--- config.mk ---
export PLATFORM = sky130hd
export DESIGN_NAME = bare_dp
export DESIGN_NICKNAME = d
export VERILOG_FILES = /design/src/rtl/bare_pkg.sv /design/src/rtl/bare_dp.sv
export SDC_FILE = /design/constraint.sdc
export NUM_CORES = 2
export LEC_CHECK = 0
export ABC_CLOCK_PERIOD_IN_PS = 16600
export BUFFER_PORTS_ARGS = -buffer_cell sky130_fd_sc_hd__buf_2
export CAP_MARGIN = 15
export CORE_ASPECT_RATIO = 2
export CORE_UTILIZATION = 60
export CTS_CLUSTER_DIAMETER = 200
export DETAILED_ROUTE_END_ITERATION = 8
export HOLD_SLACK_MARGIN = 0.08
export PLACE_DENSITY = 0.76
export SLEW_MARGIN = 20
export SYNTH_ARGS = -nofsm -noshare
export SYNTH_HDL_FRONTEND = slang
export SYNTH_SLANG_ARGS = --single-unit
--- constraint.sdc ---
create_clock -name i_clk -period 16.6 [get_ports i_clk]
set_clock_uncertainty 0.05 [all_clocks]
set_input_delay 4.15 -clock i_clk [delete_from_list [all_inputs] [get_ports i_clk]]
set_output_delay 4.15 -clock i_clk [all_outputs]
set_load 0.01 [all_outputs]
--- src/rtl/bare_pkg.sv ---
// Shared types, constants and command/status bundles for the binary adaptive range encoder.
`timescale 1ns / 1ps

package bare_pkg;

    // Probability model
    localparam int          PROB_BITS  = 12;
    localparam int          PROB_SHIFT = 5;
    localparam int          CTX_BITS   = 8;
    localparam int          CTX_DEPTH  = 1 << CTX_BITS;
    localparam logic [PROB_BITS-1:0] PROB_HALF = PROB_BITS'(1 << (PROB_BITS - 1));
    localparam logic [PROB_BITS:0]   PROB_ONE  = (PROB_BITS + 1)'(1 << PROB_BITS);

    // Coder registers
    localparam int          RANGE_BITS = 32;
    localparam int          LOW_BITS   = 33;
    localparam logic [RANGE_BITS-1:0] RANGE_RESET = '1;

    // Pending run counter and its saturation limit
    localparam int          PENDING_BITS = 32;
    localparam int          COUNT_BITS   = 32;
    localparam logic [COUNT_BITS-1:0] PEND_LIMIT =
        (PENDING_BITS >= COUNT_BITS) ? '1 :
        COUNT_BITS'((64'd1 << PENDING_BITS) - 64'd1);

    // Results per item; shifting stops once this many results exist
    localparam int          NRES_BITS    = 5;
    localparam logic [NRES_BITS-1:0] NRES_SHIFT_MAX = NRES_BITS'(15);

    // Input item kinds
    localparam logic KIND_DATA   = 1'b0;
    localparam logic KIND_FINISH = 1'b1;

    typedef enum logic [3:0] {
        S_IDLE,
        S_READ,
        S_MUL,
        S_UPD,
        S_RENORM,
        S_SH_FIRST,
        S_SH_RUN,
        S_FIN_FIRST,
        S_FIN_RUN,
        S_FIN_LOW,
        S_CLOSE
    } t_state;

    typedef enum logic [1:0] {
        EM_FIRST,
        EM_RUN,
        EM_LOW
    } t_emit_sel;

    typedef struct packed {
        logic       load;
        logic       mul;
        logic       upd;
        logic       shift;
        logic       emit;
        t_emit_sel  emit_sel;
        logic [1:0] low_idx;
        logic       close;
        logic       clear;
    } t_dp_cmd;

    typedef struct packed {
        logic emit_ok;
        logic range_small;
        logic shift_cond;
        logic run_nz;
    } t_dp_sts;

endpackage

--- src/rtl/bare_dp.sv ---
// Datapath: probability memory, coder registers, carry/pending logic and result staging.
`timescale 1ns / 1ps

module bare_dp import bare_pkg::*; (
    input  logic                  i_clk,
    input  logic                  i_rst_n,
    input  logic [7:0]            i_in_byte,
    input  t_dp_cmd               i_cmd,
    output t_dp_sts               o_sts,
    input  logic                  i_out_stall,
    output logic                  o_out_valid,
    output logic [7:0]            o_out_byte,
    output logic [31:0]           o_repeat_res,
    output logic                  o_last
);

    // Probability memory and its valid bits
    logic [PROB_BITS-1:0]  r_mem [CTX_DEPTH];
    logic [CTX_DEPTH-1:0]  r_pvalid;
    logic [PROB_BITS-1:0]  r_prob_q;
    logic                  r_pv;

    // Symbol walk
    logic [CTX_BITS-1:0]   r_ctx;
    logic [7:0]            r_sym;

    // Multiply stage
    logic [PROB_BITS-1:0]  r_p;
    logic [RANGE_BITS-1:0] r_mid;

    // Coder state
    logic [LOW_BITS-1:0]   r_low,   n_low;
    logic [RANGE_BITS-1:0] r_range, n_range;
    logic [COUNT_BITS-1:0] r_count, n_count;
    logic [7:0]            r_first, n_first;

    // Result staging and output
    logic                  r_stg_valid;
    logic [7:0]            r_stg_byte;
    logic [31:0]           r_stg_rep;
    logic                  r_out_valid;
    logic [7:0]            r_out_byte;
    logic [31:0]           r_out_rep;
    logic                  r_out_last;

    logic [PROB_BITS-1:0]  w_p_eff;
    logic [RANGE_BITS-1:0] w_prod;
    logic                  w_bit;
    logic [PROB_BITS:0]    w_gap;
    logic [PROB_BITS-1:0]  w_pnew;
    logic                  w_carry;
    logic [31:0]           w_lo32;
    logic                  w_out_free;
    logic [7:0]            w_em_byte;
    logic [31:0]           w_em_rep;

    assign w_p_eff = r_pv ? r_prob_q : PROB_HALF;
    assign w_prod  = {{(RANGE_BITS-(RANGE_BITS-PROB_BITS)){1'b0}}, r_range[RANGE_BITS-1:PROB_BITS]}
                   * {{(RANGE_BITS-PROB_BITS){1'b0}}, w_p_eff};
    assign w_bit   = r_sym[7];
    assign w_gap   = (PROB_ONE - {1'b0, r_p}) >> PROB_SHIFT;
    assign w_pnew  = w_bit ? (r_p + w_gap[PROB_BITS-1:0]) : (r_p - (r_p >> PROB_SHIFT));
    assign w_carry = r_low[LOW_BITS-1];
    assign w_lo32  = r_low[31:0];

    assign w_out_free = !r_out_valid || !i_out_stall;

    assign o_sts.emit_ok     = !r_stg_valid || w_out_free;
    assign o_sts.range_small = (r_range[31:24] == 8'h00);
    assign o_sts.shift_cond  = (w_lo32[31:24] != 8'hFF) || w_carry;
    assign o_sts.run_nz      = (r_count > 32'd1);

    // Memory: one write port, one registered read port
    always_ff @(posedge i_clk) begin
        if (i_cmd.upd) begin
            r_mem[r_ctx] <= w_pnew;
        end
        r_prob_q <= r_mem[r_ctx];
        r_pv     <= r_pvalid[r_ctx];
    end

    always_ff @(posedge i_clk) begin
        if (!i_rst_n || i_cmd.clear) begin
            r_pvalid <= '0;
        end else if (i_cmd.upd) begin
            r_pvalid[r_ctx] <= 1'b1;
        end
    end

    always_ff @(posedge i_clk) begin
        if (i_cmd.load) begin
            r_ctx <= CTX_BITS'(1);
            r_sym <= i_in_byte;
        end else if (i_cmd.upd) begin
            r_ctx <= {r_ctx[CTX_BITS-2:0], w_bit};
            r_sym <= {r_sym[6:0], 1'b0};
        end
        if (i_cmd.mul) begin
            r_p   <= w_p_eff;
            r_mid <= w_prod;
        end
    end

    always_comb begin
        n_low   = r_low;
        n_range = r_range;
        n_count = r_count;
        n_first = r_first;
        if (i_cmd.upd) begin
            if (w_bit) begin
                n_range = r_mid;
            end else begin
                n_low   = r_low + {1'b0, r_mid};
                n_range = r_range - r_mid;
            end
        end
        if (i_cmd.shift) begin
            if (o_sts.shift_cond) begin
                n_count = COUNT_BITS'(1);
                n_first = w_lo32[31:24];
            end else if (r_count < PEND_LIMIT) begin
                n_count = r_count + COUNT_BITS'(1);
            end
            n_low   = {1'b0, w_lo32[23:0], 8'h00};
            n_range = {r_range[23:0], 8'h00};
        end
    end

    always_ff @(posedge i_clk) begin
        if (!i_rst_n || i_cmd.clear) begin
            r_low   <= '0;
            r_range <= RANGE_RESET;
            r_count <= COUNT_BITS'(1);
            r_first <= '0;
        end else begin
            r_low   <= n_low;
            r_range <= n_range;
            r_count <= n_count;
            r_first <= n_first;
        end
    end

    // Result value for the selected emission
    always_comb begin
        w_em_byte = r_first + {7'd0, w_carry};
        w_em_rep  = 32'd1;
        unique case (i_cmd.emit_sel)
            EM_FIRST: begin
                w_em_byte = r_first + {7'd0, w_carry};
            end
            EM_RUN: begin
                w_em_byte = w_carry ? 8'h00 : 8'hFF;
                w_em_rep  = r_count - 32'd1;
            end
            EM_LOW: begin
                unique case (i_cmd.low_idx)
                    2'd0:    w_em_byte = w_lo32[31:24];
                    2'd1:    w_em_byte = w_lo32[23:16];
                    2'd2:    w_em_byte = w_lo32[15:8];
                    default: w_em_byte = w_lo32[7:0];
                endcase
            end
            default: begin
                w_em_byte = r_first + {7'd0, w_carry};
            end
        endcase
    end

    // Stage one result so the item's final result can be marked last
    always_ff @(posedge i_clk) begin
        if (!i_rst_n) begin
            r_stg_valid <= 1'b0;
            r_out_valid <= 1'b0;
        end else begin
            if (r_out_valid && !i_out_stall) begin
                r_out_valid <= 1'b0;
            end
            if ((i_cmd.emit || i_cmd.close) && r_stg_valid) begin
                r_out_valid <= 1'b1;
            end
            if (i_cmd.emit) begin
                r_stg_valid <= 1'b1;
            end else if (i_cmd.close) begin
                r_stg_valid <= 1'b0;
            end
        end
    end

    always_ff @(posedge i_clk) begin
        if ((i_cmd.emit || i_cmd.close) && r_stg_valid) begin
            r_out_byte <= r_stg_byte;
            r_out_rep  <= r_stg_rep;
            r_out_last <= i_cmd.close;
        end
        if (i_cmd.emit) begin
            r_stg_byte <= w_em_byte;
            r_stg_rep  <= w_em_rep;
        end
    end

    assign o_out_valid  = r_out_valid;
    assign o_out_byte   = r_out_byte;
    assign o_repeat_res = r_out_rep;
    assign o_last       = r_out_last;

endmodule

Word level (Yosys, flattened, before mapping)
Memories as Yosys holds them, arrays and structs flattened. A register that Yosys moved wholly into a read port is not among the register bits.
Cells that the tools add are included.
W data, S select, Z words.

word-level totals
  register bits after elaboration = 505
  bits in latches = 0
  bits in writable memories = 3072
  memory bits (read-only) = 0
  bits of input ports = 22
  output and inout port bits = 46
  word-level logic and storage cells = 89
  memories = 1

operators by class
  add/sub/neg operators = 8
  $mul = 1
  divide/modulo/power cells = 0
  $lt $le $gt $ge = 4
  equality and inequality tests = 6
  shift operators = 0
  muxes and demuxes = 25
  bitwise gates (word level) = 2
  reductions and logical operators = 24

memory list
  memory  depth  bits a word  read ports  clocked after memory_dff  wr ports  RTL line       text
  r_mem   256    12           1           1                         1         bare_dp.sv:18  logic [PROB_BITS-1:0] r_mem [CTX_DEPTH];

operators by type and width
  cell                      number
  $mux W32                  8
  $or A256 B256 Y256        1
  $add A33 B32 Y33          1
  $add A32 B1 Y32 const B   1
  $gt A32 B1 Y1 const B     1
  $lt A32 B32 Y1 const B    1
  $mul A20 B12 Y32          1
  $sub A32 B1 Y32 const B   1
  $sub A32 B32 Y32          1
  $mux W12                  2
  $mux W8                   3
  $pmux W8 S3               1
  $pmux W8 S2               1
  $sub A13 B12 Y13 const A  1
  $add A12 B8 Y12           1
  $sub A12 B7 Y12           1
  $reduce_bool A2 Y1        5
  $lt A8 B9 Y1 const B      1
  $add A8 B1 Y8             1
  $bmux W1 S8               1
  $demux W1 S8              1
  $ge A8 B1 Y1 const B      1
  $logic_not A8 Y1          1
  $mux W1                   8
  11 further kinds          25

Longest topological paths before layout
  word-level depth = 5
  gate-level depth with buffers = 24
  gate-level depth less buffers = 22

Least setup slack after synthesis
OpenSTA, ideal clock, no wires.

  path type = flip-flop to flip-flop
  start point = register r_sym[7]
  end point = memory r_mem[0][11], data pin
  setup time = 1.652 ns
  data arrival time = 10.274 ns
  required time = 14.898 ns
  slack = 4.624 ns
  cell stages (with the launch flop) = 14
  buffers on the path = 2
  clock period less this slack = 11.976 ns
  cells stage by stage = edfxtp_1 > clkbuf_1 > clkbuf_1 > mux2_2 > ha_1 > a21o_1 > a21oi_1 > nor2b_1 > o21a_1 > o311a_1 > o21a_1 > o21a_1 > o41a_1 > xnor2_1

on the way
  cells in the longest elaborated chain, start to end = 1

ends and longest elaborated chain
  element                   RTL line       text
  start: declaration        bare_dp.sv:25  logic [7:0] r_sym;
  start signal: assignment  bare_dp.sv:93  r_sym <= i_in_byte;
  start signal: assignment  bare_dp.sv:96  r_sym <= {r_sym[6:0], 1'b0};
  $mux W12                  bare_dp.sv:62  assign w_pnew = w_bit ? (r_p + w_gap[PROB_BITS-1:0]) : (r_p - (r_p >> PROB_SHIFT));
  net w_pnew[11]            bare_dp.sv:50  logic [PROB_BITS-1:0] w_pnew;
  end: declaration          bare_dp.sv:18

The timed path passes the listed nets, and every way through them passes these cells.

==> impl_metrics.toml <==
[outcome]
outcome = "completed"

[detailed_routing]
firstDrtPassIters = 6
drt_drc_violations_left = 0
drt-initial-drc-count = 9356
wirelength_um = 385700
viasPerCell = 6.668
vias = 78519
routedWlPerCell_um = 32.75
ant_nets = 0

[cts]
path_clk_slew_ns = 0.07
postCtsSetupBuffers = 0
ctsHoldBuffers = 0
cts_buffer_depth = 4
cts-buffers-inserted = 296
cts_sinks = 3589
cts_resized = 0
cts_root_buf = "clkbuf_16"
htree_num_levels = 5
cts_tree = "yes"
clk_latency_ns = 0.90

[floorplanning]
start_util_pct = 60.35
row_count = 258
dieArea_um2 = 250500
die_h_um = 706.8
fp.dieW_um = 354.4
pin_count = 68
core_area_um2 = 246900

[flow_run]
max_cap_violations = 0

[synthesis]
yosys.area_share.simple_pct = 4.990
synthMuxAreaShare_pct = 16.31
ys.flop_type = "edfxtp_1"
mappedNetlistNets = 8509
avgSynthCellArea_um2 = 18.28
yosys-top-cells-count = "edfxtp_1, mux4_2, nor2_1"
synth_xor_xnor_area_share_pct = 0.8580
ys_ff_latch = 3589
seq_area_frac_synth_pct = 69.74
synth-async-reset-ratio_pct = 0
synth_compound_area_share_pct = 2.248
ys_warn_count = 0
synth_top_family_by_area = "multiplexers"
synthAdderAreaFrac_pct = 3.734
synth_top_area_share_pct = 64.58
synth_area_leaders = "edfxtp_1, mux4_2, dfxtp_1"
synth_top_area_cell = "edfxtp_1"
ys_types = 76
synth_area_um2 = 149000
synth_most_common_cell = "edfxtp_1"
synth_edf_count = 3205
postSynthCellCount = 8152

[timing]
tns_ns = 0
hold_viol = 0
worst_slack_ns = 7.781
timing.final.crit_share_pct = 53.13
slew-limit-headroom_pct = 15.96
final.min_clock_period_ns = 8.819
max_freq_mhz = 113.4
slew_viol_final = 0
rsz0062_at_grt = "no"
finalSetupViolCount = 0
worst_pin_slew_ns = 1.261

[critical_path]
cp_max_fo = 2
end_kind = "primary output"
critical_path_class = "input port to primary output"
crit_arrival_ns = 4.62
cp-start-kind = "input port"
required_ns = 12.40

[pwr]
p_per_area_nw_per_um2 = 127.4
leakage_uw = 0.05325
p_total_uw = 20860
ir_drop_mv = 0.1409

[place]
placed_area_um2 = 153400
place.gp.congestion = 0.9200
portBuffers = 67
post-place-ws_ns = 7.789
post-dp-hpwl_um = 241600

[global_routing]
grt_max_degree = 198
grt_pass1_wl_um = 553400
grt_pass1_vias = 79685
track_usage_pct = 30.98
antenna_found_initial = 11
gr-total-overflow = 0

[layout]
nNetsFinal = 8626
area_growth_pct = 9.897
drive_gt1_share_pct = 23.87
stdcell_area_um2 = 163800

[worst_hold_path]
worstHoldPathType = "flip-flop to flip-flop"
-- report_power, final --
group	switching (uW)	leakage, uW	internal, uW
logic	1970	0.0163	931
registers	113	0.0320	10500
clock network	3200	0.00490	4110
-- per-layer routing --
metal | GRT usage [%] | wire, um
met2 | 52.78 | 199400
met1 | 35.19 | 121900
met3 | 4.518 | 29330
met5 | 0 | 25
met4 | 24.01 | 35080
-- flip-flops by register name, summed over array words and instances (netlist names) --
| signal | cells |
|---|---|
| o_last | 1 |
| o_out_byte | 8 |
| o_out_valid | 1 |
| o_repeat_res | 32 |
| r_count | 32 |
| r_ctx | 8 |
| r_first | 8 |
| r_low | 33 |
| r_mem | 3072 |
| r_mid | 32 |
| r_p | 12 |
| r_prob_q | 12 |
| r_pv | 1 |
| r_pvalid | 256 |
| r_range | 32 |
| r_stg_byte | 8 |
| r_stg_rep | 32 |
| r_stg_valid | 1 |
| r_sym | 8 |
-- area by class of cell --
| class | count | area [um2] |
|---|---|---|
| clock buffer | 394 | 8322 |
| fill | 15461 | 83170 |
| antenna | 18 | 45.04 |
| timing repair buffer | 274 | 2042 |
| sequential | 3589 | 103900 |
| clock inverter | 143 | 1700 |
| tap | 3250 | 4066 |
| multi-input combinational | 3817 | 42560 |
| inverter | 291 | 1092 |
-- metrics by stage --
| stage | std cells | hold WS (ns) | util, % |
|---|---|---|---|
| 5_1_grt | 11769 | 0.3728 | 66.31 |
| 6_report | 11776 | 0.3682 | 66.32 |
| 3_5_place_dp | 11220 | 0.3545 | 62.11 |
| 3_3_place_gp | 11219 | 0.3513 | 62.04 |
| 4_1_cts | 11757 | 0.3702 | 66.17 |
| 2_1_floorplan | 8152 | 0.3503 | - |
-- cells in the final DEF, fill, tap and decap left out, types with 182 or more instances in the layout --
cell type,netlist,routed
edfxtp_1,3205,3205
clkbuf_16,0,309
nor2_1,915,730
mux4_2,1061,1061
dfxtp_1,384,377
nand2_1,374,369
buf_4,20,192
inv_1,290,290
nor2_2,0,184
fa_1,183,182
-- critical path: stages --
cell and delay [ns]:
buf_2 0.09, and2_1 0.16, nand2_1 0.08, buf_2 0.13
-- kinds of logic (layout without fill, tap and decap cells) --
| group | after synthesis | count (layout) |
|---|---|---|
| xor gates and xnor gates | 146 | 146 |
| buffers and inverters | 746 | 1102 |
| DFF | 3589 | 3589 |
| muxes | 1100 | 1100 |
| other | 0 | 18 |
| adders and majority gates | 335 | 335 |
| AOI/OAI and AO/OA | 517 | 517 |
| and+or+nand+nor | 1719 | 1719 |
-- final timing paths --
| path | start | end | slack (ns) | cells after the start |
|---|---|---|---|---|
| min reg2reg | r_stg_rep[18] | o_repeat_res[18] | 0.37 | 0 |
| min | r_stg_rep[18] | o_repeat_res[18] | 0.37 | 0 |
| max | i_out_stall | o_sts[3] | 7.78 | 4 |
| max reg2reg | r_pv | r_mid[31] | 8.94 | 20 |
No activity file was read; power rests on OpenSTA's default activity.
