===== src/rtl/bare_pkg.sv =====
// Shared types, constants and command/status bundles for the binary adaptive range encoder.
`timescale 1ns / 1ps

package bare_pkg;

    // Probability model
    localparam int          PROB_BITS  = 12;
    localparam int          PROB_SHIFT = 5;
    localparam int          CTX_BITS   = 8;
    localparam int          CTX_DEPTH  = 1 << CTX_BITS;
    localparam logic [PROB_BITS-1:0] PROB_HALF = PROB_BITS'(1 << (PROB_BITS - 1));
    localparam logic [PROB_BITS:0]   PROB_ONE  = (PROB_BITS + 1)'(1 << PROB_BITS);

    // Coder registers
    localparam int          RANGE_BITS = 32;
    localparam int          LOW_BITS   = 33;
    localparam logic [RANGE_BITS-1:0] RANGE_RESET = '1;

    // Pending run counter and its saturation limit
    localparam int          PENDING_BITS = 32;
    localparam int          COUNT_BITS   = 32;
    localparam logic [COUNT_BITS-1:0] PEND_LIMIT =
        (PENDING_BITS >= COUNT_BITS) ? '1 :
        COUNT_BITS'((64'd1 << PENDING_BITS) - 64'd1);

    // Results per item; shifting stops once this many results exist
    localparam int          NRES_BITS    = 5;
    localparam logic [NRES_BITS-1:0] NRES_SHIFT_MAX = NRES_BITS'(15);

    // Input item kinds
    localparam logic KIND_DATA   = 1'b0;
    localparam logic KIND_FINISH = 1'b1;

    typedef enum logic [3:0] {
        S_IDLE,
        S_READ,
        S_MUL,
        S_UPD,
        S_RENORM,
        S_SH_FIRST,
        S_SH_RUN,
        S_FIN_FIRST,
        S_FIN_RUN,
        S_FIN_LOW,
        S_CLOSE
    } t_state;

    typedef enum logic [1:0] {
        EM_FIRST,
        EM_RUN,
        EM_LOW
    } t_emit_sel;

    typedef struct packed {
        logic       load;
        logic       mul;
        logic       upd;
        logic       shift;
        logic       emit;
        t_emit_sel  emit_sel;
        logic [1:0] low_idx;
        logic       close;
        logic       clear;
    } t_dp_cmd;

    typedef struct packed {
        logic emit_ok;
        logic range_small;
        logic shift_cond;
        logic run_nz;
    } t_dp_sts;

endpackage


===== src/rtl/bare_ctrl.sv =====
// Controller: sequences bit coding, renormalization, flushing and result emission.
`timescale 1ns / 1ps

module bare_ctrl import bare_pkg::*; (
    input  logic    i_clk,
    input  logic    i_rst_n,
    input  logic    i_in_valid,
    input  logic    i_kind,
    output logic    o_in_stall,
    output t_dp_cmd o_cmd,
    input  t_dp_sts i_sts
);

    t_state                r_state, n_state;
    logic [2:0]            r_bitcnt, n_bitcnt;
    logic [1:0]            r_lowk, n_lowk;
    logic [NRES_BITS-1:0]  r_nres, n_nres;
    logic                  r_fin, n_fin;

    always_ff @(posedge i_clk) begin
        if (!i_rst_n) begin
            r_state  <= S_IDLE;
            r_bitcnt <= '0;
            r_lowk   <= '0;
            r_nres   <= '0;
            r_fin    <= 1'b0;
        end else begin
            r_state  <= n_state;
            r_bitcnt <= n_bitcnt;
            r_lowk   <= n_lowk;
            r_nres   <= n_nres;
            r_fin    <= n_fin;
        end
    end

    always_comb begin
        n_state  = r_state;
        n_bitcnt = r_bitcnt;
        n_lowk   = r_lowk;
        n_nres   = r_nres;
        n_fin    = r_fin;
        o_cmd    = '0;
        o_cmd.emit_sel = EM_FIRST;
        o_cmd.low_idx  = r_lowk;

        unique case (r_state)
            S_IDLE: begin
                if (i_in_valid) begin
                    o_cmd.load = 1'b1;
                    n_bitcnt   = '0;
                    n_lowk     = '0;
                    n_nres     = '0;
                    n_fin      = i_kind;
                    n_state    = (i_kind == KIND_FINISH) ? S_FIN_FIRST : S_READ;
                end
            end
            S_READ: begin
                n_state = S_MUL;
            end
            S_MUL: begin
                o_cmd.mul = 1'b1;
                n_state   = S_UPD;
            end
            S_UPD: begin
                o_cmd.upd = 1'b1;
                n_state   = S_RENORM;
            end
            S_RENORM: begin
                if (i_sts.range_small && r_nres < NRES_SHIFT_MAX) begin
                    if (i_sts.shift_cond) begin
                        n_state = S_SH_FIRST;
                    end else begin
                        o_cmd.shift = 1'b1;
                    end
                end else if (r_bitcnt == 3'd7) begin
                    n_state = S_CLOSE;
                end else begin
                    n_bitcnt = r_bitcnt + 3'd1;
                    n_state  = S_MUL;
                end
            end
            S_SH_FIRST: begin
                if (i_sts.emit_ok) begin
                    o_cmd.emit     = 1'b1;
                    o_cmd.emit_sel = EM_FIRST;
                    n_nres         = r_nres + NRES_BITS'(1);
                    if (i_sts.run_nz) begin
                        n_state = S_SH_RUN;
                    end else begin
                        o_cmd.shift = 1'b1;
                        n_state     = S_RENORM;
                    end
                end
            end
            S_SH_RUN: begin
                if (i_sts.emit_ok) begin
                    o_cmd.emit     = 1'b1;
                    o_cmd.emit_sel = EM_RUN;
                    o_cmd.shift    = 1'b1;
                    n_nres         = r_nres + NRES_BITS'(1);
                    n_state        = S_RENORM;
                end
            end
            S_FIN_FIRST: begin
                if (i_sts.emit_ok) begin
                    o_cmd.emit     = 1'b1;
                    o_cmd.emit_sel = EM_FIRST;
                    n_state        = i_sts.run_nz ? S_FIN_RUN : S_FIN_LOW;
                end
            end
            S_FIN_RUN: begin
                if (i_sts.emit_ok) begin
                    o_cmd.emit     = 1'b1;
                    o_cmd.emit_sel = EM_RUN;
                    n_state        = S_FIN_LOW;
                end
            end
            S_FIN_LOW: begin
                if (i_sts.emit_ok) begin
                    o_cmd.emit     = 1'b1;
                    o_cmd.emit_sel = EM_LOW;
                    n_lowk         = r_lowk + 2'd1;
                    if (r_lowk == 2'd3) begin
                        n_state = S_CLOSE;
                    end
                end
            end
            S_CLOSE: begin
                if (i_sts.emit_ok) begin
                    o_cmd.close = 1'b1;
                    o_cmd.clear = r_fin;
                    n_state     = S_IDLE;
                end
            end
            default: begin
                n_state = S_IDLE;
            end
        endcase
    end

    assign o_in_stall = (r_state != S_IDLE);

endmodule


===== config.mk =====
export PLATFORM = sky130hd
export DESIGN_NAME = bare_ctrl
export DESIGN_NICKNAME = d
export VERILOG_FILES = /design/src/rtl/bare_pkg.sv /design/src/rtl/bare_ctrl.sv
export SDC_FILE = /design/constraint.sdc
export NUM_CORES = 1
export LEC_CHECK = 0
export BUFFER_PORTS_ARGS = -buffer_cell sky130_fd_sc_hd__buf_2
export CAP_MARGIN = 20
export CORE_UTILIZATION = 55
export CTS_CLUSTER_DIAMETER = 40
export CTS_CLUSTER_SIZE = 12
export DETAILED_ROUTE_END_ITERATION = 12
export PLACE_DENSITY = 0.78
export SYNTH_ARGS = -nofsm -noshare
export SYNTH_HDL_FRONTEND = slang
export SYNTH_SLANG_ARGS = --single-unit

===== constraint.sdc =====
create_clock -name i_clk -period 2.1 [get_ports i_clk]
set_clock_uncertainty 0.15 [all_clocks]
set_input_delay 0.105 -clock i_clk [delete_from_list [all_inputs] [get_ports i_clk]]
set_output_delay 0.105 -clock i_clk [all_outputs]
set_load 0.02 [all_outputs]

# Word level (Yosys, flattened, before mapping)
# Index checks and enable logic that the tools add are counted.
[totals] ff_bits=15 out_inout_bits=12
[op_classes] n_eq_ne=24 mux=41 reduce_logical=12 add_sub_neg=3 magnitude_cmp=1
[ops] operator="$mux W4" n=13
[ops] operator="$pmux W4 S11" n=1
[ops] operator="$mux W3" n=7
[ops] operator="$ne A2 B2 Y1 const B" n=10
[ops] operator="$eq A4 B3 Y1 const B" n=4
[ops] operator="$pmux W3 S5" n=1
[ops] operator="$eq A4 B4 Y1 const B" n=3
[ops] operator="$mux W2" n=5
[ops] operator="$mux W5" n=2
[ops] operator="$pmux W5 S2" n=1
[ops] operator="$reduce_and A9 Y1" n=1
[ops] operator="$eq A4 B2 Y1 const B" n=2
[ops] operator="$mux W1" n=8
[ops] operator="$pmux W3 S2" n=1
[ops] operator="$reduce_and A3 Y1" n=2
[ops] operator="$reduce_bool A2 Y1" n=3
[ops] operator="$add A5 B1 Y5 const B" n=1
[ops] operator="$lt A5 B4 Y1 const B" n=1
[ops] operator="$eq A4 B1 Y1 const B" n=1
[ops] operator="$logic_not A4 Y1" n=1
[ops] operator="$pmux W2 S2" n=1
[ops] operator="$reduce_and A4 Y1" n=1
[ops] operator="$reduce_bool A4 Y1" n=1
[ops] operator="$add A3 B1 Y3 const B" n=1
[ops] operator="other kinds (9)" n=9

# Depth between registers and ports, before layout
# Gate-level depths: netlist of run 1.
[depth] ltp_word=4 ltp_mapped=6

# Least setup slack after synthesis of run 1
# OpenSTA, ideal clock, no wires.
[synth_timing] path_kind="reg2reg" from="reg r_state[1]" to="reg r_fin" path_slack_ns=0.361 t_required_ns=1.830 synth_period_minus_slack_ns=1.739 arrival_time_ns=1.469 stages_incl_launch_ff=7 cell_sequence="dfxtp_1 buf_4 nor4_4 and2_1 clkbuf_1 mux2i_1 nor2_1"
[synth_between] elab_chain_cells=2
[synth_rtl] item="start: declaration" line="bare_ctrl.sv:14" source="t_state r_state, n_state;"
[synth_rtl] item="start signal: assignment" line="bare_ctrl.sv:28" source="r_state <= n_state;"
[synth_rtl] item="$logic_not A4 Y1" line="bare_ctrl.sv:46" source="unique case (r_state)"
[synth_rtl] item="$reduce_and A2 Y1 (no source line)"
[synth_rtl] item="end signal: assignment" line="bare_ctrl.sv:32" source="r_fin <= n_fin;"
[synth_rtl] item="end: declaration" line="bare_ctrl.sv:18" source="logic r_fin, n_fin;"
# No other way between the ends.
# A chain may end at the register's enable or synchronous reset.

==> results of run 1 <==
-- timing repair --
action                                  CTS  global route
hold buffers                              1             0
hold endpoints to repair                  1             0
gates resized for setup                   2             2
endpoints found under the setup margin    1             1
-- cell type report --
class	instances	area, sq um
clock buffer	4	26.3
fill	164	634
inverter	6	22.5
multi-input combinational	115	787
sequential	15	305
tap	27	33.8
timing repair buffer	29	173
-- sequential cells by signal, summed over array words and instances, names as in the netlist --
name and flops:
r_state 4, r_bitcnt 3, r_lowk 2, r_fin 1
r_nres 5
-- final timing paths --
check        slack (ns)           to   startpoint
max                0.08     o_cmd[7]   r_state[3]
min                0.03   r_state[0]      i_rst_n
max reg2reg        0.22  r_bitcnt[0]   r_state[3]
min reg2reg        0.35  r_bitcnt[1]  r_bitcnt[1]
-- critical path, cell delays in order (launching register included) --
cell,delay (ns)
dfxtp_1,0.43
or4b_4,0.56
nor3_4,0.18
a32o_1,0.16
buf_2,0.16
-- cell usage after synthesis (2+ instances only) --
cell        n  area [sq um]
ha_1        4          50.1
and2_1      3          18.8
o21ai_0     5          25.0
or3b_1      2          17.5
nor2_1     10          37.5
a22oi_1     3          22.5
and4_1      2          17.5
nand2_1    13          48.8
nand2b_1    8          50.1
dfxtp_1    15           300
a21oi_1    12          60.1
buf_2       2          10.0
nand3b_1    2          15.0
buf_6       2          22.5
nor3_1      5          25.0
a211oi_1    4          30.0
o31ai_1     2          15.0
nand3_1     6          30.0
clkbuf_1    5          18.8
nor2b_1     4          25.0
mux2i_1     9          90.1
o2111ai_1   3          26.3
inv_1       6          22.5
-- placed cells by master, fill, tap and decap left out, drive strengths merged, types with 2 or more instances in the layout --
| cell | Yosys | layout |
|---|---|---|
| inv | 6 | 6 |
| ha | 4 | 4 |
| nand3b | 2 | 2 |
| nand3 | 6 | 6 |
| and2 | 3 | 3 |
| nor4 | 2 | 2 |
| clkbuf | 5 | 4 |
| buf | 5 | 28 |
| and4 | 2 | 2 |
| nor2b | 4 | 4 |
| a22oi | 3 | 3 |
| nand2b | 8 | 8 |
| a211oi | 4 | 4 |
| nand2 | 13 | 13 |
| or3b | 2 | 2 |
| a21oi | 12 | 12 |
| o21ai | 5 | 5 |
| nor2 | 10 | 10 |
| nor3 | 6 | 6 |
| mux2i | 9 | 9 |
| o2111ai | 3 | 3 |
| dfxtp | 15 | 15 |
| o31ai | 2 | 2 |
-- logic make-up after synthesis --
| group | count (synthesis) | synth area share (%) |
|---|---|---|
| xor gates and xnor gates | 1 | 0.754 |
| buffers and inverters | 16 | 7.00 |
| AOI/OAI and AO/OA | 38 | 22.2 |
| adders and majority gates | 4 | 4.31 |
| muxes | 9 | 7.75 |
| and+or+nand+nor | 63 | 32.2 |
| DFF | 15 | 25.8 |
-- report_power, final --
group	internal, W	switching (W)
clock	0.0000739	0.0000963
sequential	0.000322	0.0000774
combinational	0.000286	0.000376
-- through the flow --
step,hold slack [ns],util [%],power (W),std cells
floorplan,0.102,-,0.000883,146
global placement,0.228,65.6,0.00102,191
detailed placement,0.257,65.6,0.00104,191
CTS,0.0204,67.6,0.00122,196
global route,0.0396,68.0,0.00130,196
finish,0.0274,68.0,0.00123,196
-- per-layer routing --
layer | global-route usage, % | wire, microns | vias to the layer above
li1 | - | - | 587
met1 | 34.8 | 1360 | 577
met2 | 48.6 | 1530 | 52
met3 | 6.79 | 182 | 5
met4 | 10.0 | 26 | 0
met5 | 0 | 0 | -
==> results.toml, run 1 <==
[hold_path]
holdCritPathClass = "in -> reg"
hold_depth = 3

[floorplan]
ios = 20
initial_core_util_pct = 58.6
dieWidth_microns = 48.0
floorplan.die_area_sq_mm = 0.00230
design.core.area_sq_mm = 0.00198
num_rows = 16
die_h_microns = 48.0

[global_routing]
grtUsageTotal_pct = 28.5
antenna_violations_before_repair = 0
grt_pass1_vias = 988
wire_length_of_the_first_global_routing_pass_microns = 4460
grt_overflow_total = 0
largest_net_degree_at_the_start_of_global_routing = 15

[worst_setup_path]
cp_data_required_time_ns = 1.85
setup.worst_path.start_class = "register"
timing.critical_path.arrival_ns = 1.76
crit_type = "reg -> out"
worst-r2r-cell-count = 5
timing.critical_path.fanout_max = 10
element_type_at_the_critical_path_end = "output pin"

[power_and_ir_drop]
max-vdd-ir-drop_mv = 0.603
powerDensity_mw_per_mm2 = 914
p_leak_nw = 0.548

[timing]
finalSetupViolations = 0
timing.setup.tns_ns = 0
max_slew_margin_pct = 72.1
worst-slew-pin-transition_ns = 0.418
fmaxAchievable_ghz = 0.496
fin_max_slew_vios = 0
postLayoutSetupSlackWorst_ns = 0.0821
fin_crit_ns = 2.02
final_hold_viol_count = 0
post-route-period-util_pct = 96.1
grt_setup_unrepaired = "no"

[clock_tree]
cts_buffers = 3
clk-insertion-delay-late_ns = 0.29
clock-root-buffer = "clkbuf_4"
worst_setup_hold_path_clk_slew_ns = 0.08
ctsHtreeMaxLevel = 1
clock-sinks = 15
tritoncts_clock_tree = "built"
cts_setup_buffers = 0
cts.path.max_buffers = 2

[route]
drt-vias-per-instance = 6.23
drt-initial-drc-count = 49
detailed_route_drc_error_count = 0
routed_wirelength_microns = 3100
postRouteAntennaNets = 0
route.detailed.wl_per_inst_microns = 15.8
dr.pass1.iters = 4
routed-via-count = 1221

[flow_run]
cap_viol_max_count = 0

[synthesis]
dominantRegCellSynth = "dfxtp_1"
asyncSetResetFlopFracSynth_pct = 0
synth_cell_types = 42
yosysWarningCount = 0
ys_seq_area_share_pct = 25.8
syn-num-nets = 158
synth_edf_count = 0
count_of_mapped_cells_out_of_synthesis = 146
ys_seq_elements = 15
mappedNetlistArea_sq_mm = 0.00116
syn-mean-instance-area_sq_um = 7.96

[cells_and_area]
design_area_sq_mm = 0.00135
drive_above_1_share_pct = 22.5
antennaDiodeCount = 0
layout_area_growth_over_synthesis_pct = 15.9
nets = 182

[placement]
place_area_sq_mm = 0.00130
detailedPlacementHpwl_microns = 2350
worst_setup_slack_post_dpl_ns = 0.191
placement.io_buffers = 19
globalplace.congestion = 0.913

[run_status]
run_status = "completed"
(Power assumes the default switching activity.)
==> inputs of run 2 (changes only) <==
--- a/config.mk
+++ b/config.mk
@@ -7,11 +7,11 @@
 export LEC_CHECK = 0
 export BUFFER_PORTS_ARGS = -buffer_cell sky130_fd_sc_hd__buf_2
 export CAP_MARGIN = 20
-export CORE_UTILIZATION = 55
+export CORE_UTILIZATION = 59
 export CTS_CLUSTER_DIAMETER = 40
 export CTS_CLUSTER_SIZE = 12
 export DETAILED_ROUTE_END_ITERATION = 12
-export PLACE_DENSITY = 0.78
+export PLACE_DENSITY_LB_ADDON = 0.2
 export SYNTH_ARGS = -nofsm -noshare
 export SYNTH_HDL_FRONTEND = slang
 export SYNTH_SLANG_ARGS = --single-unit
==> constraint.sdc (replaced) <==
create_clock -name i_clk -period 2.35 [get_ports i_clk]
set_clock_uncertainty 0.15 [all_clocks]
set_input_delay 0.1175 -clock i_clk [delete_from_list [all_inputs] [get_ports i_clk]]
set_output_delay 0.1175 -clock i_clk [all_outputs]
set_load 0.02 [all_outputs]
==> run 2 against run 1 <==
Against the previous run:
- die area is 6.5% lower
- register-to-register slack improved by 0.06 ns
- flip-flop and latch count unchanged
- worst hold slack better by 0.026 ns
- sequential share of layout area is 0.51 points higher
- worst setup slack better by 0.036 ns
- global-route usage up 0.055 points
- via count fell by 1.3%
- routed wire length decreased by 7.8%
- clock-buffer cell count is the same
- critical path depth unchanged
==> results.toml, run 2 (synthesized netlist as in run 1, its figures left out) <==
[run_status]
run_status = "completed"

[global_routing]
largest_net_degree_at_the_start_of_global_routing = 18
grt_pass1_vias = 968
antenna_violations_before_repair = 0
grt_overflow_total = 0
wire_length_of_the_first_global_routing_pass_microns = 4400
grtUsageTotal_pct = 28.6

[cells_and_area]
drive_above_1_share_pct = 18.9
layout_fillers = 139
layout.cells.most_common = "buf_2"
nets = 177
layout_area_growth_over_synthesis_pct = 11.5
most_frequent_cells_in_the_layout = "19 x buf_2, 15 x dfxtp_1, 13 x nand2_1"
largest_register_ffs = 5
antennaDiodeCount = 0
design_area_sq_mm = 0.00130
registers.top_by_ff_count = "r_nres"
layout_top_registers = "r_nres: 5 flops, r_state: 4 flops, r_bitcnt: 3 flops"

[floorplan]
ios = 20
die_h_microns = 46.4
dieWidth_microns = 46.4
design.core.area_sq_mm = 0.00178
num_rows = 15
initial_core_util_pct = 65.2
floorplan.die_area_sq_mm = 0.00215

[worst_setup_path]
cell_family_with_most_cp_delay = "simple AND/OR/NAND/NOR gates"
crit_type = "reg -> out"
timing.critical_path.slowest_stage_cell = "or4b_4"
worst_r2r_startpoint = "r_state[1]"
worst-r2r-setup-slack_ns = 0.28
number_of_buffer_and_inverter_instances_along_the_worst_setup_path = 1
ordered_list_of_cells_on_the_worst_path = "or4b_4 > nor3_2 > a32o_1 > buf_2"
worst-r2r-cell-count = 4
critical_path_s_largest_stage_delay_ns = 0.59
timing.critical_path.fanout_max = 13
critical_path.endpoint = "o_cmd[7]"
worst_setup_startpoint = "r_state[1]"
critical_path.reg2reg.endpoint = "r_state[0]"
cp_data_required_time_ns = 2.08
setup.worst_path.start_class = "register"
element_type_at_the_critical_path_end = "output pin"
timing.critical_path.arrival_ns = 1.96
critical_path_cell_count = 4

[clock_tree]
cts.path.max_buffers = 2
clk-insertion-delay-late_ns = 0.28
cts_hold_buffers = 1
tritoncts_clock_tree = "built"
clock-sinks = 15
cts_buffers = 3
cts_setup_buffers = 0
ctsHtreeMaxLevel = 1
clock-root-buffer = "clkbuf_4"
postCtsResizedCells = 0
worst_setup_hold_path_clk_slew_ns = 0.10

[route]
dr.pass1.iters = 6
route.detailed.wl_per_inst_microns = 15.1
routed_wirelength_microns = 2860
postRouteAntennaNets = 0
routed-via-count = 1205
detailed_route_drc_error_count = 0
drt-vias-per-instance = 6.38
drt-initial-drc-count = 55

[timing]
max_slew_margin_pct = 64.4
grt_setup_unrepaired = "no"
final_hold_viol_count = 0
post-route-period-util_pct = 95.0
timing.setup.tns_ns = 0
finalSetupViolations = 0
worst-slew-pin-transition_ns = 0.520
fin_crit_ns = 2.23
fin_max_slew_vios = 0
fmaxAchievable_ghz = 0.448

[power_and_ir_drop]
report.power.total_w = 0.00107
power.switching_w = 0.000487
swShare_pct = 45.7
power.sequential.fraction_pct = 32.0
powerDensity_mw_per_mm2 = 823
max-vdd-ir-drop_mv = 0.595
cellInternalPower_w = 0.000579
clockPowerShare_pct = 14.2
combinationalPowerShare_pct = 53.8
p_leak_nw = 0.523

[placement]
detailedPlacementHpwl_microns = 2110
placement.io_buffers = 19
place_area_sq_mm = 0.00126
globalplace.congestion = 0.949

[hold_path]
holdCritPathClass = "in -> reg"

[flow_run]
cap_viol_max_count = 0
## run 2: cell count changes in the layout (fill, tap and decap cells not counted)
cell / previous run / this run
buf_4: 9 / 4
dfxtp_1: 13 / 15
dfxtp_2: 1 / 0
dfxtp_4: 1 / 0
nor3_2: 0 / 1
nor3_4: 1 / 0
## run 2: cell type report
class | count | area, sq um | share of cell area [%]
sequential | 15 | 300 | 23.2
clock buffer | 4 | 26.3 | 2.03
tap | 25 | 31.3 | 2.41
timing repair buffer | 24 | 135 | 10.4
multi-input combinational | 115 | 781 | 60.2
inverter | 6 | 22.5 | 1.74
## run 2: per-stage QoR
step / cells / hold WS [ns] / utilization (%) / worst slack (ns)
finish: 189 / 0.0532 / 72.7 / 0.118
global route: 189 / 0.0452 / 72.7 / 0.0423
CTS: 189 / 0.0477 / 72.7 / 0.134
detailed placement: 184 / 0.267 / 70.7 / 0.326
global placement: 184 / 0.247 / 70.7 / 0.427
floorplan: 146 / 0.114 / - / 0.607
## run 2: worst min-delay path: cells and delay by family
| family | cells | cell delay, ns |
|---|---|---|
| buf+inv | 1 | 0.18 |
| simple gates | 1 | 0.09 |
| mux | 1 | 0.05 |
## run 2: routing by layer
layer  global-route usage, %  vias to the layer above  part of all wire [%]
li1                        -                      580                     -
met1                    38.0                      555                    42
met2                    45.8                       62                    48
met3                    3.53                        8                   8.3
met4                    11.8                        0                   1.6
met5                       0                        -                     0
## run 2: worst min-delay path by stage
| stage | from | to | slack, ns | cells past startpoint |
|---|---|---|---|---|
| 6_report | i_rst_n | r_nres[1] | 0.05 | 3 |
| 5_1_grt | i_rst_n | r_nres[1] | 0.05 | 3 |
| 4_1_cts | i_rst_n | r_nres[1] | 0.05 | 3 |
| 3_5_place_dp | i_kind | r_fin | 0.27 | 3 |
| 3_3_place_gp | i_kind | r_fin | 0.25 | 3 |
| 2_1_floorplan | i_kind | r_fin | 0.11 | 2 |
## run 2: power groups by stage
stage | clock network (W) | logic (W) | registers [W]
finish | 0.000151 | 0.000574 | 0.000341
global route | 0.000165 | 0.000614 | 0.000346
CTS | 0.000155 | 0.000564 | 0.000339
detailed placement | 0 | 0.000556 | 0.000345
global placement | 0 | 0.000544 | 0.000342
floorplan | 0 | 0.000490 | 0.000299
==> inputs of run 3 (changes only) <==
--- a/config.mk
+++ b/config.mk
@@ -12,6 +12,7 @@
 export CTS_CLUSTER_SIZE = 12
 export DETAILED_ROUTE_END_ITERATION = 12
 export PLACE_DENSITY_LB_ADDON = 0.2
+export RECOVER_POWER = 25
 export SYNTH_ARGS = -nofsm -noshare
 export SYNTH_HDL_FRONTEND = slang
 export SYNTH_SLANG_ARGS = --single-unit
==> run 3 against run 2 <==
Against the previous run:
- clock power barely moved
- sequential power is essentially flat
- worst setup slack worse by 0.0068 ns
- total power decreased by 0.45%
- first-iteration DRC count is 51% higher
- highest routed layer unchanged
==> results.toml, run 3 (synthesized netlist as in run 1, its figures left out) <==
[cells_and_area]
layout.cells.most_common = "buf_2"
nets = 177
antennaDiodeCount = 0
layout_top_registers = "r_nres: 5 flops, r_state: 4 flops, r_bitcnt: 3 flops"
largest_register_ffs = 5
design_area_sq_mm = 0.00129
drive_above_1_share_pct = 16.5
most_frequent_cells_in_the_layout = "16 x buf_2, 15 x dfxtp_1, 13 x nand2_1"
registers.top_by_ff_count = "r_nres"
layout_area_growth_over_synthesis_pct = 10.9

[hold_path]
hold_path.startpoint = "i_rst_n"
holdPathEnd = "r_nres[1]"
hold_depth = 3
holdCritPathClass = "in -> reg"

[power_and_ir_drop]
power.sequential.fraction_pct = 32.1
combinationalPowerShare_pct = 53.5
clockPowerShare_pct = 14.4
powerDensity_mw_per_mm2 = 824
swShare_pct = 45.9
p_leak_nw = 0.505
cellInternalPower_w = 0.000574
power.switching_w = 0.000487
max-vdd-ir-drop_mv = 0.595
report.power.total_w = 0.00106

[placement]
placement.io_buffers = 19
worst_setup_slack_post_dpl_ns = 0.326
place_area_sq_mm = 0.00126
detailedPlacementHpwl_microns = 2110
globalplace.congestion = 0.949

[clock_tree]
postCtsResizedCells = 0
cts.path.max_buffers = 2
clock-sinks = 15
worst_setup_hold_path_clk_slew_ns = 0.10
cts_buffers = 3
tritoncts_clock_tree = "built"
clock-root-buffer = "clkbuf_4"
cts_setup_buffers = 0
clk-insertion-delay-late_ns = 0.28
ctsHtreeMaxLevel = 1

[worst_setup_path]
crit_type = "reg -> out"
timing.critical_path.arrival_ns = 1.97
critical_path_s_largest_stage_delay_ns = 0.59
number_of_buffer_and_inverter_instances_along_the_worst_setup_path = 1
timing.critical_path.fanout_max = 13
worst-r2r-setup-slack_ns = 0.26
timing.critical_path.slowest_stage_cell = "or4b_4"
setup.worst_path.start_class = "register"
ordered_list_of_cells_on_the_worst_path = "or4b_4 > nor3_2 > a32o_1 > buf_2"
cp_data_required_time_ns = 2.08
cell_family_with_most_cp_delay = "simple AND/OR/NAND/NOR gates"
worst-r2r-cell-count = 5
critical_path.reg2reg.endpoint = "r_bitcnt[0]"
element_type_at_the_critical_path_end = "output pin"
worst_r2r_startpoint = "r_state[1]"

[route]
detailed_route_drc_error_count = 0
dr.pass1.iters = 4
drt-initial-drc-count = 83
postRouteAntennaNets = 0
route.detailed.wl_per_inst_microns = 15.1
drt-vias-per-instance = 6.34
routed-via-count = 1198
routed_wirelength_microns = 2850

[global_routing]
antenna_violations_before_repair = 0
grt_pass1_vias = 968
grt_overflow_total = 0
wire_length_of_the_first_global_routing_pass_microns = 4400
largest_net_degree_at_the_start_of_global_routing = 18
grtUsageTotal_pct = 28.6

[floorplan]
dieWidth_microns = 46.4
die_h_microns = 46.4
floorplan.die_area_sq_mm = 0.00215
design.core.area_sq_mm = 0.00178
initial_core_util_pct = 65.2
num_rows = 15
ios = 20

[timing]
post-route-period-util_pct = 95.3
postLayoutSetupSlackWorst_ns = 0.111
hold_slack_ns = 0.0461
finalSetupViolations = 0
max_slew_margin_pct = 66.2
grt_setup_unrepaired = "no"
final_hold_viol_count = 0
worst-slew-pin-transition_ns = 0.494
fmaxAchievable_ghz = 0.447
fin_crit_ns = 2.24
timing.setup.tns_ns = 0
fin_max_slew_vios = 0

[run_status]
run_status = "completed"

[flow_run]
cap_viol_max_count = 0
==> run 3: changes by cell type in the layout (fill, tap and decap cells not counted), sizes merged <==
| cell | change |
|---|---|
| buf | -4 |
| clkbuf | +4 |
==> run 3: power groups by stage <==
stage	logic (W)	registers [W]	clock network [W]
after floorplan	0.000490	0.000299	0
after global placement	0.000544	0.000342	0
after detailed placement	0.000556	0.000345	0
after CTS	0.000564	0.000339	0.000155
after global routing	0.000609	0.000346	0.000165
final	0.000568	0.000340	0.000153
==> run 3: worst max path at each step <==
stage | startpoint | to | slack, ns | cells after the start
2_1_floorplan | r_state[2] | o_cmd[4] | 0.61 | 4
3_3_place_gp | r_state[0] | r_state[0] | 0.43 | 4
3_5_place_dp | r_state[1] | r_state[0] | 0.33 | 4
4_1_cts | r_state[1] | o_cmd[7] | 0.13 | 4
5_1_grt | r_state[1] | o_cmd[7] | 0.05 | 4
6_report | r_state[1] | o_cmd[7] | 0.11 | 4
==> run 3: layout make-up <==
type / count / area (sq um)
flip-flops and latches: 15 / 300
well taps: 25 / 31.3
multi-input cells: 115 / 781
clock buffers: 4 / 26.3
fillers: 143 / 494
repair buffers: 24 / 128
inverters: 6 / 22.5
==> run 3: what timing repair did <==
action,CTS,global route
endpoints found under the setup margin,0,0
hold buffers,1,0
hold endpoints to repair,1,0
==> run 3: stage by stage <==
step	std cells	util, %
after floorplan	146	-
after global placement	184	70.7
after detailed placement	184	70.7
after CTS	189	72.7
after global routing	189	72.3
final	189	72.3
==> run 3: routing by layer <==
metal / GRT usage [%] / part of all wire [%]
met1: 38.0 / 44
met4: 11.8 / 1.2
met5: 0 / 0
met2: 45.8 / 48
met3: 3.53 / 7.2
==> run 3: tightest hold or removal path: stages <==
cell,delay (ns)
buf_2,0.18
nand2_1,0.09
mux2i_1,0.05
